**src/sv/otq_pkg.sv**
```systemverilog
`default_nettype none

package otq_pkg;

    localparam int TIME_W      = 48;
    localparam int ID_W        = 32;
    localparam int TAG_W       = 16;
    localparam int DELAY_W     = 32;
    localparam int KIND_W      = 2;
    localparam int CMD_W       = 1;

    localparam int DEPTH_DEF   = 16;
    localparam int MAX_RESULTS = 16;
    localparam int FIRE_CNT_W  = $clog2(MAX_RESULTS + 1);

    localparam logic [CMD_W-1:0] CMD_ADD  = 1'b0;
    localparam logic [CMD_W-1:0] CMD_TICK = 1'b1;

    localparam logic [KIND_W-1:0] KIND_ACCEPT = 2'd0;
    localparam logic [KIND_W-1:0] KIND_REJECT = 2'd1;
    localparam logic [KIND_W-1:0] KIND_FIRED  = 2'd2;

endpackage

`default_nettype wire

```
**src/sv/otq_ifs.sv**
```systemverilog
`default_nettype none

interface otq_req_if;
    import otq_pkg::*;

    logic               valid;
    logic               ready;
    logic [CMD_W-1:0]   cmd;
    logic [DELAY_W-1:0] delay_ms;
    logic [TAG_W-1:0]   tag;

    modport source (output valid, cmd, delay_ms, tag, input ready);
    modport sink   (input valid, cmd, delay_ms, tag, output ready);
endinterface

interface otq_rsp_if;
    import otq_pkg::*;

    logic              valid;
    logic              ready;
    logic [KIND_W-1:0] kind;
    logic [ID_W-1:0]   timer_id;
    logic [TAG_W-1:0]  fired_tag;
    logic [TIME_W-1:0] deadline;
    logic              last;

    modport source (output valid, kind, timer_id, fired_tag, deadline, last, input ready);
    modport sink   (input valid, kind, timer_id, fired_tag, deadline, last, output ready);
endinterface

`default_nettype wire

```
**src/sv/ordered_timer_queue_core.sv**
```systemverilog
// Add: taken in ST_IDLE; ST_ADD loads the answer into the output register when it is free.
// Tick: every fired timer costs one full pass over the table through the single registered
// memory read port and one key comparator; passes repeat until one finds no due timer or
// MAX_RESULTS timers have fired. One word at a time.
// Reset (rst_n, async low): time and id zero, all slots free; slot contents need no clearing.
`default_nettype none

module ordered_timer_queue_core #(
    parameter int DEPTH = otq_pkg::DEPTH_DEF
) (
    input  wire        clk,
    input  wire        rst_n,
    otq_req_if.sink    req,
    otq_rsp_if.source  rsp
);
    import otq_pkg::*;

    localparam int IDX_W = (DEPTH > 1) ? $clog2(DEPTH) : 1;
    localparam int CNT_W = $clog2(DEPTH + 1);
    localparam logic [CNT_W-1:0] SCAN_END = CNT_W'(DEPTH);
    localparam logic [FIRE_CNT_W-1:0] FIRE_MAX = FIRE_CNT_W'(MAX_RESULTS);

    localparam logic [1:0] ST_IDLE  = 2'd0;
    localparam logic [1:0] ST_ADD   = 2'd1;
    localparam logic [1:0] ST_SCAN  = 2'd2;
    localparam logic [1:0] ST_FLUSH = 2'd3;

    // slot storage
    logic [TIME_W-1:0] dl_mem  [DEPTH];
    logic [ID_W-1:0]   id_mem  [DEPTH];
    logic [TAG_W-1:0]  tag_mem [DEPTH];

    logic [1:0]            state_reg, state_next;
    logic [TIME_W-1:0]     cur_time_reg, cur_time_next;
    logic [ID_W-1:0]       next_id_reg, next_id_next;
    logic [DEPTH-1:0]      valid_reg, valid_next;
    logic [DELAY_W-1:0]    dly_reg, dly_next;
    logic [TAG_W-1:0]      tag_reg, tag_next;

    logic [CNT_W-1:0]      scan_cnt_reg, scan_cnt_next;
    logic                  rd_pend_reg, rd_pend_next;
    logic [IDX_W-1:0]      rd_idx_reg, rd_idx_next;
    logic                  rd_vld_reg;
    logic [TIME_W-1:0]     rd_dl_reg;
    logic [ID_W-1:0]       rd_id_reg;
    logic [TAG_W-1:0]      rd_tag_reg;

    logic                  found_reg, found_next;
    logic [IDX_W-1:0]      best_idx_reg, best_idx_next;
    logic [TIME_W-1:0]     best_dl_reg, best_dl_next;
    logic [ID_W-1:0]       best_id_reg, best_id_next;
    logic [TAG_W-1:0]      best_tag_reg, best_tag_next;

    logic                  held_reg, held_next;
    logic [TIME_W-1:0]     held_dl_reg, held_dl_next;
    logic [ID_W-1:0]       held_id_reg, held_id_next;
    logic [TAG_W-1:0]      held_tag_reg, held_tag_next;
    logic [FIRE_CNT_W-1:0] fire_cnt_reg, fire_cnt_next;

    logic                  out_valid_reg, out_valid_next;
    logic [KIND_W-1:0]     out_kind_reg, out_kind_next;
    logic [ID_W-1:0]       out_id_reg, out_id_next;
    logic [TAG_W-1:0]      out_tag_reg, out_tag_next;
    logic [TIME_W-1:0]     out_dl_reg, out_dl_next;
    logic                  out_last_reg, out_last_next;

    logic [IDX_W-1:0]      rd_addr;
    logic [IDX_W-1:0]      free_idx;
    logic                  free_any;
    logic [TIME_W:0]       dl_sum;
    logic [TIME_W-1:0]     add_dl;
    logic                  out_free;
    logic                  due;
    logic                  better;
    logic                  mem_we;

    assign req.ready     = (state_reg == ST_IDLE);
    assign rsp.valid     = out_valid_reg;
    assign rsp.kind      = out_kind_reg;
    assign rsp.timer_id  = out_id_reg;
    assign rsp.fired_tag = out_tag_reg;
    assign rsp.deadline  = out_dl_reg;
    assign rsp.last      = out_last_reg;

    assign rd_addr  = scan_cnt_reg[IDX_W-1:0];
    assign out_free = !out_valid_reg || rsp.ready;

    // saturate the deadline at the top of the time range
    assign dl_sum = {1'b0, cur_time_reg} + {{(TIME_W + 1 - DELAY_W){1'b0}}, dly_reg};
    assign add_dl = dl_sum[TIME_W] ? {TIME_W{1'b1}} : dl_sum[TIME_W-1:0];

    assign due    = rd_vld_reg && (rd_dl_reg <= cur_time_reg);
    assign better = !found_reg || (rd_dl_reg < best_dl_reg) ||
                    ((rd_dl_reg == best_dl_reg) && (rd_id_reg < best_id_reg));

    // lowest free slot
    always_comb
    begin
        free_idx = '0;
        free_any = 1'b0;
        for (int i = DEPTH - 1; i >= 0; i--)
        begin
            if (!valid_reg[i])
            begin
                free_idx = IDX_W'(i);
                free_any = 1'b1;
            end
        end
    end

    always_comb
    begin
        state_next     = state_reg;
        cur_time_next  = cur_time_reg;
        next_id_next   = next_id_reg;
        valid_next     = valid_reg;
        dly_next       = dly_reg;
        tag_next       = tag_reg;
        scan_cnt_next  = scan_cnt_reg;
        rd_pend_next   = rd_pend_reg;
        rd_idx_next    = rd_idx_reg;
        found_next     = found_reg;
        best_idx_next  = best_idx_reg;
        best_dl_next   = best_dl_reg;
        best_id_next   = best_id_reg;
        best_tag_next  = best_tag_reg;
        held_next      = held_reg;
        held_dl_next   = held_dl_reg;
        held_id_next   = held_id_reg;
        held_tag_next  = held_tag_reg;
        fire_cnt_next  = fire_cnt_reg;
        out_valid_next = out_valid_reg;
        out_kind_next  = out_kind_reg;
        out_id_next    = out_id_reg;
        out_tag_next   = out_tag_reg;
        out_dl_next    = out_dl_reg;
        out_last_next  = out_last_reg;
        mem_we         = 1'b0;

        if (rsp.valid && rsp.ready)
        begin
            out_valid_next = 1'b0;
        end

        unique case (state_reg)
            ST_IDLE:
            begin
                if (req.valid)
                begin
                    if (req.cmd == CMD_ADD)
                    begin
                        dly_next   = req.delay_ms;
                        tag_next   = req.tag;
                        state_next = ST_ADD;
                    end
                    else
                    begin
                        cur_time_next = cur_time_reg + TIME_W'(1);
                        fire_cnt_next = '0;
                        held_next     = 1'b0;
                        scan_cnt_next = '0;
                        rd_pend_next  = 1'b0;
                        found_next    = 1'b0;
                        state_next    = ST_SCAN;
                    end
                end
            end

            ST_ADD:
            begin
                if (out_free)
                begin
                    out_valid_next = 1'b1;
                    out_tag_next   = tag_reg;
                    out_dl_next    = add_dl;
                    out_last_next  = 1'b1;
                    if (free_any)
                    begin
                        mem_we               = 1'b1;
                        valid_next[free_idx] = 1'b1;
                        next_id_next         = next_id_reg + ID_W'(1);
                        out_kind_next        = KIND_ACCEPT;
                        out_id_next          = next_id_reg + ID_W'(1);
                    end
                    else
                    begin
                        out_kind_next = KIND_REJECT;
                        out_id_next   = '0;
                    end
                    state_next = ST_IDLE;
                end
            end

            ST_SCAN:
            begin
                // issue one slot read per cycle, compare the previous one
                if (scan_cnt_reg != SCAN_END)
                begin
                    scan_cnt_next = scan_cnt_reg + CNT_W'(1);
                    rd_pend_next  = 1'b1;
                    rd_idx_next   = rd_addr;
                end
                else
                begin
                    rd_pend_next = 1'b0;
                end

                if (rd_pend_reg && due && better)
                begin
                    found_next    = 1'b1;
                    best_idx_next = rd_idx_reg;
                    best_dl_next  = rd_dl_reg;
                    best_id_next  = rd_id_reg;
                    best_tag_next = rd_tag_reg;
                end

                // pass done: release the held word, park the new winner
                if ((scan_cnt_reg == SCAN_END) && !rd_pend_reg && (!held_reg || out_free))
                begin
                    if (held_reg)
                    begin
                        out_valid_next = 1'b1;
                        out_kind_next  = KIND_FIRED;
                        out_id_next    = held_id_reg;
                        out_tag_next   = held_tag_reg;
                        out_dl_next    = held_dl_reg;
                        out_last_next  = !found_reg;
                    end
                    held_next = 1'b0;
                    if (found_reg)
                    begin
                        held_next                = 1'b1;
                        held_dl_next             = best_dl_reg;
                        held_id_next             = best_id_reg;
                        held_tag_next            = best_tag_reg;
                        valid_next[best_idx_reg] = 1'b0;
                        fire_cnt_next            = fire_cnt_reg + FIRE_CNT_W'(1);
                        if (fire_cnt_reg + FIRE_CNT_W'(1) == FIRE_MAX)
                        begin
                            state_next = ST_FLUSH;
                        end
                        else
                        begin
                            scan_cnt_next = '0;
                            found_next    = 1'b0;
                        end
                    end
                    else
                    begin
                        state_next = ST_IDLE;
                    end
                end
            end

            ST_FLUSH:
            begin
                if (out_free)
                begin
                    out_valid_next = 1'b1;
                    out_kind_next  = KIND_FIRED;
                    out_id_next    = held_id_reg;
                    out_tag_next   = held_tag_reg;
                    out_dl_next    = held_dl_reg;
                    out_last_next  = 1'b1;
                    held_next      = 1'b0;
                    state_next     = ST_IDLE;
                end
            end

            default:
            begin
                state_next = ST_IDLE;
            end
        endcase
    end

    always_ff @(posedge clk or negedge rst_n)
    begin
        if (!rst_n)
        begin
            state_reg     <= ST_IDLE;
            cur_time_reg  <= '0;
            next_id_reg   <= '0;
            valid_reg     <= '0;
            scan_cnt_reg  <= '0;
            rd_pend_reg   <= 1'b0;
            found_reg     <= 1'b0;
            held_reg      <= 1'b0;
            fire_cnt_reg  <= '0;
            out_valid_reg <= 1'b0;
        end
        else
        begin
            state_reg     <= state_next;
            cur_time_reg  <= cur_time_next;
            next_id_reg   <= next_id_next;
            valid_reg     <= valid_next;
            scan_cnt_reg  <= scan_cnt_next;
            rd_pend_reg   <= rd_pend_next;
            found_reg     <= found_next;
            held_reg      <= held_next;
            fire_cnt_reg  <= fire_cnt_next;
            out_valid_reg <= out_valid_next;
        end
    end

    always_ff @(posedge clk)
    begin
        dly_reg      <= dly_next;
        tag_reg      <= tag_next;
        rd_idx_reg   <= rd_idx_next;
        best_idx_reg <= best_idx_next;
        best_dl_reg  <= best_dl_next;
        best_id_reg  <= best_id_next;
        best_tag_reg <= best_tag_next;
        held_dl_reg  <= held_dl_next;
        held_id_reg  <= held_id_next;
        held_tag_reg <= held_tag_next;
        out_kind_reg <= out_kind_next;
        out_id_reg   <= out_id_next;
        out_tag_reg  <= out_tag_next;
        out_dl_reg   <= out_dl_next;
        out_last_reg <= out_last_next;
    end

    // slot memory: one write port, one registered read port
    always_ff @(posedge clk)
    begin
        if (mem_we)
        begin
            dl_mem[free_idx]  <= add_dl;
            id_mem[free_idx]  <= next_id_reg + ID_W'(1);
            tag_mem[free_idx] <= tag_reg;
        end
        rd_dl_reg  <= dl_mem[rd_addr];
        rd_id_reg  <= id_mem[rd_addr];
        rd_tag_reg <= tag_mem[rd_addr];
        rd_vld_reg <= valid_reg[rd_addr];
    end

    a_tick_advances: assert property (@(posedge clk) disable iff (!rst_n)
        (req.valid && req.ready && (req.cmd == CMD_TICK))
        |=> (cur_time_reg == $past(cur_time_reg) + TIME_W'(1)))
        else $error("tick did not advance time by one");

    a_add_single_word: assert property (@(posedge clk) disable iff (!rst_n)
        (rsp.valid && (rsp.kind != KIND_FIRED)) |-> rsp.last)
        else $error("add answer without last");

    a_fire_bound: assert property (@(posedge clk) disable iff (!rst_n)
        fire_cnt_reg <= FIRE_MAX)
        else $error("too many timers fired on one tick");

    a_held_counted: assert property (@(posedge clk) disable iff (!rst_n)
        held_reg |-> (fire_cnt_reg != '0))
        else $error("held word without a fire count");

endmodule

`default_nettype wire

```
**src/flat_wrapper.sv**
```systemverilog
// flat-port wrapper written by rule: the top's interface ports become plain ports
module ordered_timer_queue_core_flat import otq_pkg::*;
#(
    parameter int DEPTH = otq_pkg::DEPTH_DEF
)
  (clk, rst_n, req_valid, req_cmd, req_delay_ms, req_tag, req_ready, rsp_valid, rsp_kind, rsp_timer_id, rsp_fired_tag, rsp_deadline, rsp_last, rsp_ready);
  otq_req_if req_i ();
  otq_rsp_if rsp_i ();
  input  wire clk;
  input  wire rst_n;
  input wire logic [$bits(req_i.valid)-1:0] req_valid;
  input wire logic [$bits(req_i.cmd)-1:0] req_cmd;
  input wire logic [$bits(req_i.delay_ms)-1:0] req_delay_ms;
  input wire logic [$bits(req_i.tag)-1:0] req_tag;
  output wire logic [$bits(req_i.ready)-1:0] req_ready;
  output wire logic [$bits(rsp_i.valid)-1:0] rsp_valid;
  output wire logic [$bits(rsp_i.kind)-1:0] rsp_kind;
  output wire logic [$bits(rsp_i.timer_id)-1:0] rsp_timer_id;
  output wire logic [$bits(rsp_i.fired_tag)-1:0] rsp_fired_tag;
  output wire logic [$bits(rsp_i.deadline)-1:0] rsp_deadline;
  output wire logic [$bits(rsp_i.last)-1:0] rsp_last;
  input wire logic [$bits(rsp_i.ready)-1:0] rsp_ready;
  assign req_i.valid = req_valid;
  assign req_i.cmd = req_cmd;
  assign req_i.delay_ms = req_delay_ms;
  assign req_i.tag = req_tag;
  assign req_ready = req_i.ready;
  assign rsp_valid = rsp_i.valid;
  assign rsp_kind = rsp_i.kind;
  assign rsp_timer_id = rsp_i.timer_id;
  assign rsp_fired_tag = rsp_i.fired_tag;
  assign rsp_deadline = rsp_i.deadline;
  assign rsp_last = rsp_i.last;
  assign rsp_i.ready = rsp_ready;
  ordered_timer_queue_core #(.DEPTH(DEPTH)) u_core (.clk(clk), .rst_n(rst_n), .req(req_i), .rsp(rsp_i));
endmodule
```
**config.mk**
```make
export PLATFORM = sky130hd
export DESIGN_NAME = ordered_timer_queue_core_flat
export DESIGN_NICKNAME = d
export VERILOG_FILES = /design/src/sv/otq_pkg.sv /design/src/sv/otq_ifs.sv /design/src/sv/ordered_timer_queue_core.sv /design/src/flat_wrapper.sv
export SDC_FILE = /design/constraint.sdc
export NUM_CORES = 2
export LEC_CHECK = 0
export BUFFER_PORTS_ARGS = -buffer_cell sky130_fd_sc_hd__buf_2
export CORE_UTILIZATION = 37
export DETAILED_ROUTE_END_ITERATION = 16
export RECOVER_POWER = 100
export SLEW_MARGIN = 20
export SYNTH_ARGS = -nofsm -noshare
export SYNTH_HDL_FRONTEND = slang
export SYNTH_SLANG_ARGS = --single-unit
```
**constraint.sdc**
```tcl
create_clock -name clk -period 14.74 [get_ports clk]
set_input_delay 1.474 -clock clk [delete_from_list [all_inputs] [get_ports clk]]
set_output_delay 1.474 -clock clk [all_outputs]
set_load 0.05 [all_outputs]
```
==> metrics.cfg <==
[synthesis]
synthCells = 4089
yosysUniqueCellTypes = 85
async_reset_ff_share_pct = 5.35
synthTopCellsByArea = edfxtp_1, mux4_2, dfrtp_1
synth.avg_cell_area_sq_um = 20.1
synth_warnings = 0
synth_common_cells = edfxtp_1, mux4_2, ha_1
yosysMostFrequentCell = edfxtp_1
yosysTopAreaCellShare_pct = 68.8
synthFlopType = edfxtp_1
yosysSeqAreaShare_pct = 74.6
synth_seq_cells = 2092
synth_nets = 4308
synth_edf_count = 1883
netlist_area_sq_um = 82200
yosys.area.top_type = edfxtp_1

[power_and_ir_drop]
power.share.sequential_pct = 46.9
leakage_nw = 29.9
intPower_mw = 11.3
pwr-share-comb_pct = 19.8
swShare_pct = 27.6
p_clk_share_pct = 33.2
fin_total_pwr_mw = 15.6
p_per_area_nw_per_um2 = 168
peakVddDrop_v = 0.000148
switching_power_mw = 4.32

[detailed_routing]
vias_per_cell = 5.30
wirelength_microns = 192000
avgRoutedWirePerCell_microns = 25.6
first_iter_violations = 3854
vias = 39800
detail_route.first_pass.iterations = 5
ant_nets = 1
post-route-drc-count = 0

[timing]
period_minus_slack_ns = 8.75
setup_viol = 0
rsz0062_at_grt = false
tightest_slew_ns = 4.48
fin_tns_setup_ns = 0
skew_ns = 0.0326
slew_headroom_pct = -199
max_freq_mhz = 114
maxSlewViolCount = 2237
final.period_utilization_pct = 59.3
hold_viol = 0

[worst_setup_path]
cp_common_cell = clkbuf_1
path_delay_family = buffers and inverters
cp.buffers_inverters = 3
required_ns = 15.18
crit_slowest_cell = clkbuf_1
crit_type = reg -> reg
cp_max_fo = 43
worstPathCellList = clkbuf_1 > a21oi_1 > nor2_1 > clkbuf_1 > buf_4
cp_slowest_stage_delay_ns = 2.39
cp.arrival_ns = 9.18
endpoint_kind = flop
critPathLaunchType = flop

[clocking]
cts_max_path_buffers = 3
cts_tree = done
ctsHoldBuffers = 0
clkSlewWorstSetupHoldPaths_ns = 0.06
post-cts-setup-buffer-count = 0
cts_inserted_buffers = 202
cts.sinks = 2092
cts_root_buf = clkbuf_16
clock_latency_ns = 0.82
htreeDepth = 4
cts_resized = 0

[final_layout]
n_fill_cell = 19200
largest_reg_flops = 768
area_delta_synth_final_pct = 13.1
largest_register = u_core.dl_mem
nets = 4597
top_regs = u_core.dl_mem (768), u_core.id_mem (512), u_core.tag_mem (256)
drive_gt1_share_pct = 19.7
final_util_pct = 42.2

[place]
gp_congestion = 0.799
portBuffers = 153
detailed_place_hpwl_microns = 112000

[floorplan]
std_cell_rows = 172
initial_utilization_pct = 37.3
dieArea_sq_um = 224000
ioPinCount = 154
coreArea_sq_um = 220000
dieHeight_microns = 473
die_w_microns = 473

[grt]
grt_pass1_vias = 40900
grt_use_total_pct = 17.1
grt_max_degree = 164
grt_pass1_wl_microns = 282000
grt_overflow = 0
antenna_found_initial = 9

[status]
status = finished, violations left
violations = antenna violations, max-capacitance violations, max-slew violations

[job]
max_cap_violations = 60

[hold_path]
holdCritPathClass = reg -> reg

-- cell type report --
class | instances | area, sq um | share of cell area, %
clock inverter | 103 | 1050 | 1.13
tap | 2958 | 3700 | 3.98
inverter | 147 | 554 | 0.596
clock buffer | 273 | 5640 | 6.07
timing repair buffer | 235 | 1040 | 1.12
sequential | 2092 | 61300 | 65.9
antenna | 6 | 15.0 | 0.0162
multi-input combinational | 1700 | 19700 | 21.2
-- worst register-to-register path, stage by stage, from the launching register on --
cell and delay (ns):
dfrtp_1 1.10, clkbuf_1 2.10, a21oi_1 0.29, nor2_1 1.59, clkbuf_1 2.40, buf_4 0.82
-- layout by cell type, fill, tap and decap left out, types with 10 or more instances in the layout --
cell       synthesis  routed
edfxtp_1        1883    1883
mux4_2           485     485
clkbuf_1         105     226
clkbuf_16          0     208
ha_1             165     165
nand2_1          155     156
inv_1            144     143
dfrtp_1          112     111
dfxtp_1           97      97
xnor2_1           96      96
nor2_1            89      90
o21ai_0           77      79
a21oi_1           78      78
nand4_1           51      52
xor2_1            52      52
nand3_1           48      50
a21o_1            49      49
nor3_1            42      47
buf_2              4      43
clkinv_1           2      32
a22o_1            32      32
mux2_2            47      30
clkinv_2           0      30
clkbuf_8           0      19
and3_1            18      18
mux2_1             0      17
nand2b_1          16      16
bufinv_16          0      16
a31oi_1           14      14
nor2b_1           13      13
o21a_1            12      12
or3_1             11      12
o31ai_1           11      11
nor4_1             8      10
-- metrics by stage --
step / std cells / setup WS, ns / hold slack [ns] / instance area [sq um]
floorplan: 4089 / 1.88 / 0.386 / 82200
global placement: 7132 / 9.44 / 0.388 / 86900
detailed placement: 7132 / 9.33 / 0.389 / 87000
CTS: 7508 / 9.78 / 0.403 / 93600
global route: 7508 / 5.20 / 0.409 / 92900
finish: 7514 / 5.99 / 0.402 / 93000
-- path summary, 6_finish.rpt --
path | cells after the start | slack [ns] | start | end
worst max-delay path | 5 | 5.99 | u_core.state_reg[1]$_DFFE_PN0P_ | u_core.rsp.deadline[36]$_DFFE_PP_
worst min-delay path | 0 | 0.40 | u_core.rd_tag_reg[6]$_DFF_P_ | u_core.best_tag_reg[6]$_DFFE_PP_
worst max register to register | 5 | 5.99 | u_core.state_reg[1]$_DFFE_PN0P_ | u_core.rsp.deadline[36]$_DFFE_PP_
worst min register to register | 0 | 0.40 | u_core.rd_tag_reg[6]$_DFF_P_ | u_core.best_tag_reg[6]$_DFFE_PP_
max in group asynchronous | 2 | 7.65 | rst_n | u_core.next_id_reg[26]$_DFFE_PN0P_
min in group asynchronous | 1 | 2.11 | rst_n | u_core.cur_time_reg[27]$_DFFE_PN0P_
-- routing by layer --
metal / global-route usage (%) / vias to the layer above / part of all wire [%]
li1: - / 17200 / -
met1: 25.0 / 21300 / 46
met2: 27.1 / 1114 / 47
met3: 2.69 / 234 / 5.4
met4: 3.42 / 2 / 1.7
met5: 0 / - / 0.0042
-- power by group through the flow --
stage                     Sequential [mW]  Combinational (mW)  Clock (mW)
final                                7.33                3.10        5.19
after global routing                 7.37                3.36        5.53
after CTS                            7.32                3.18        5.31
after detailed placement             7.44                3.16           0
after global placement               7.43                3.15           0
after floorplan                      7.44                2.10           0
-- kinds of logic after synthesis --
logic type	Yosys count	share of synthesized area [%]
adders and majority gates	166	2.54
buffers and inverters	297	1.37
muxes	532	13.9
xor gates and xnor gates	148	1.58
and+or+nand+nor	503	3.11
DFF	2092	74.6
AOI/OAI and AO/OA	351	2.90
(Power assumes the default switching activity.)
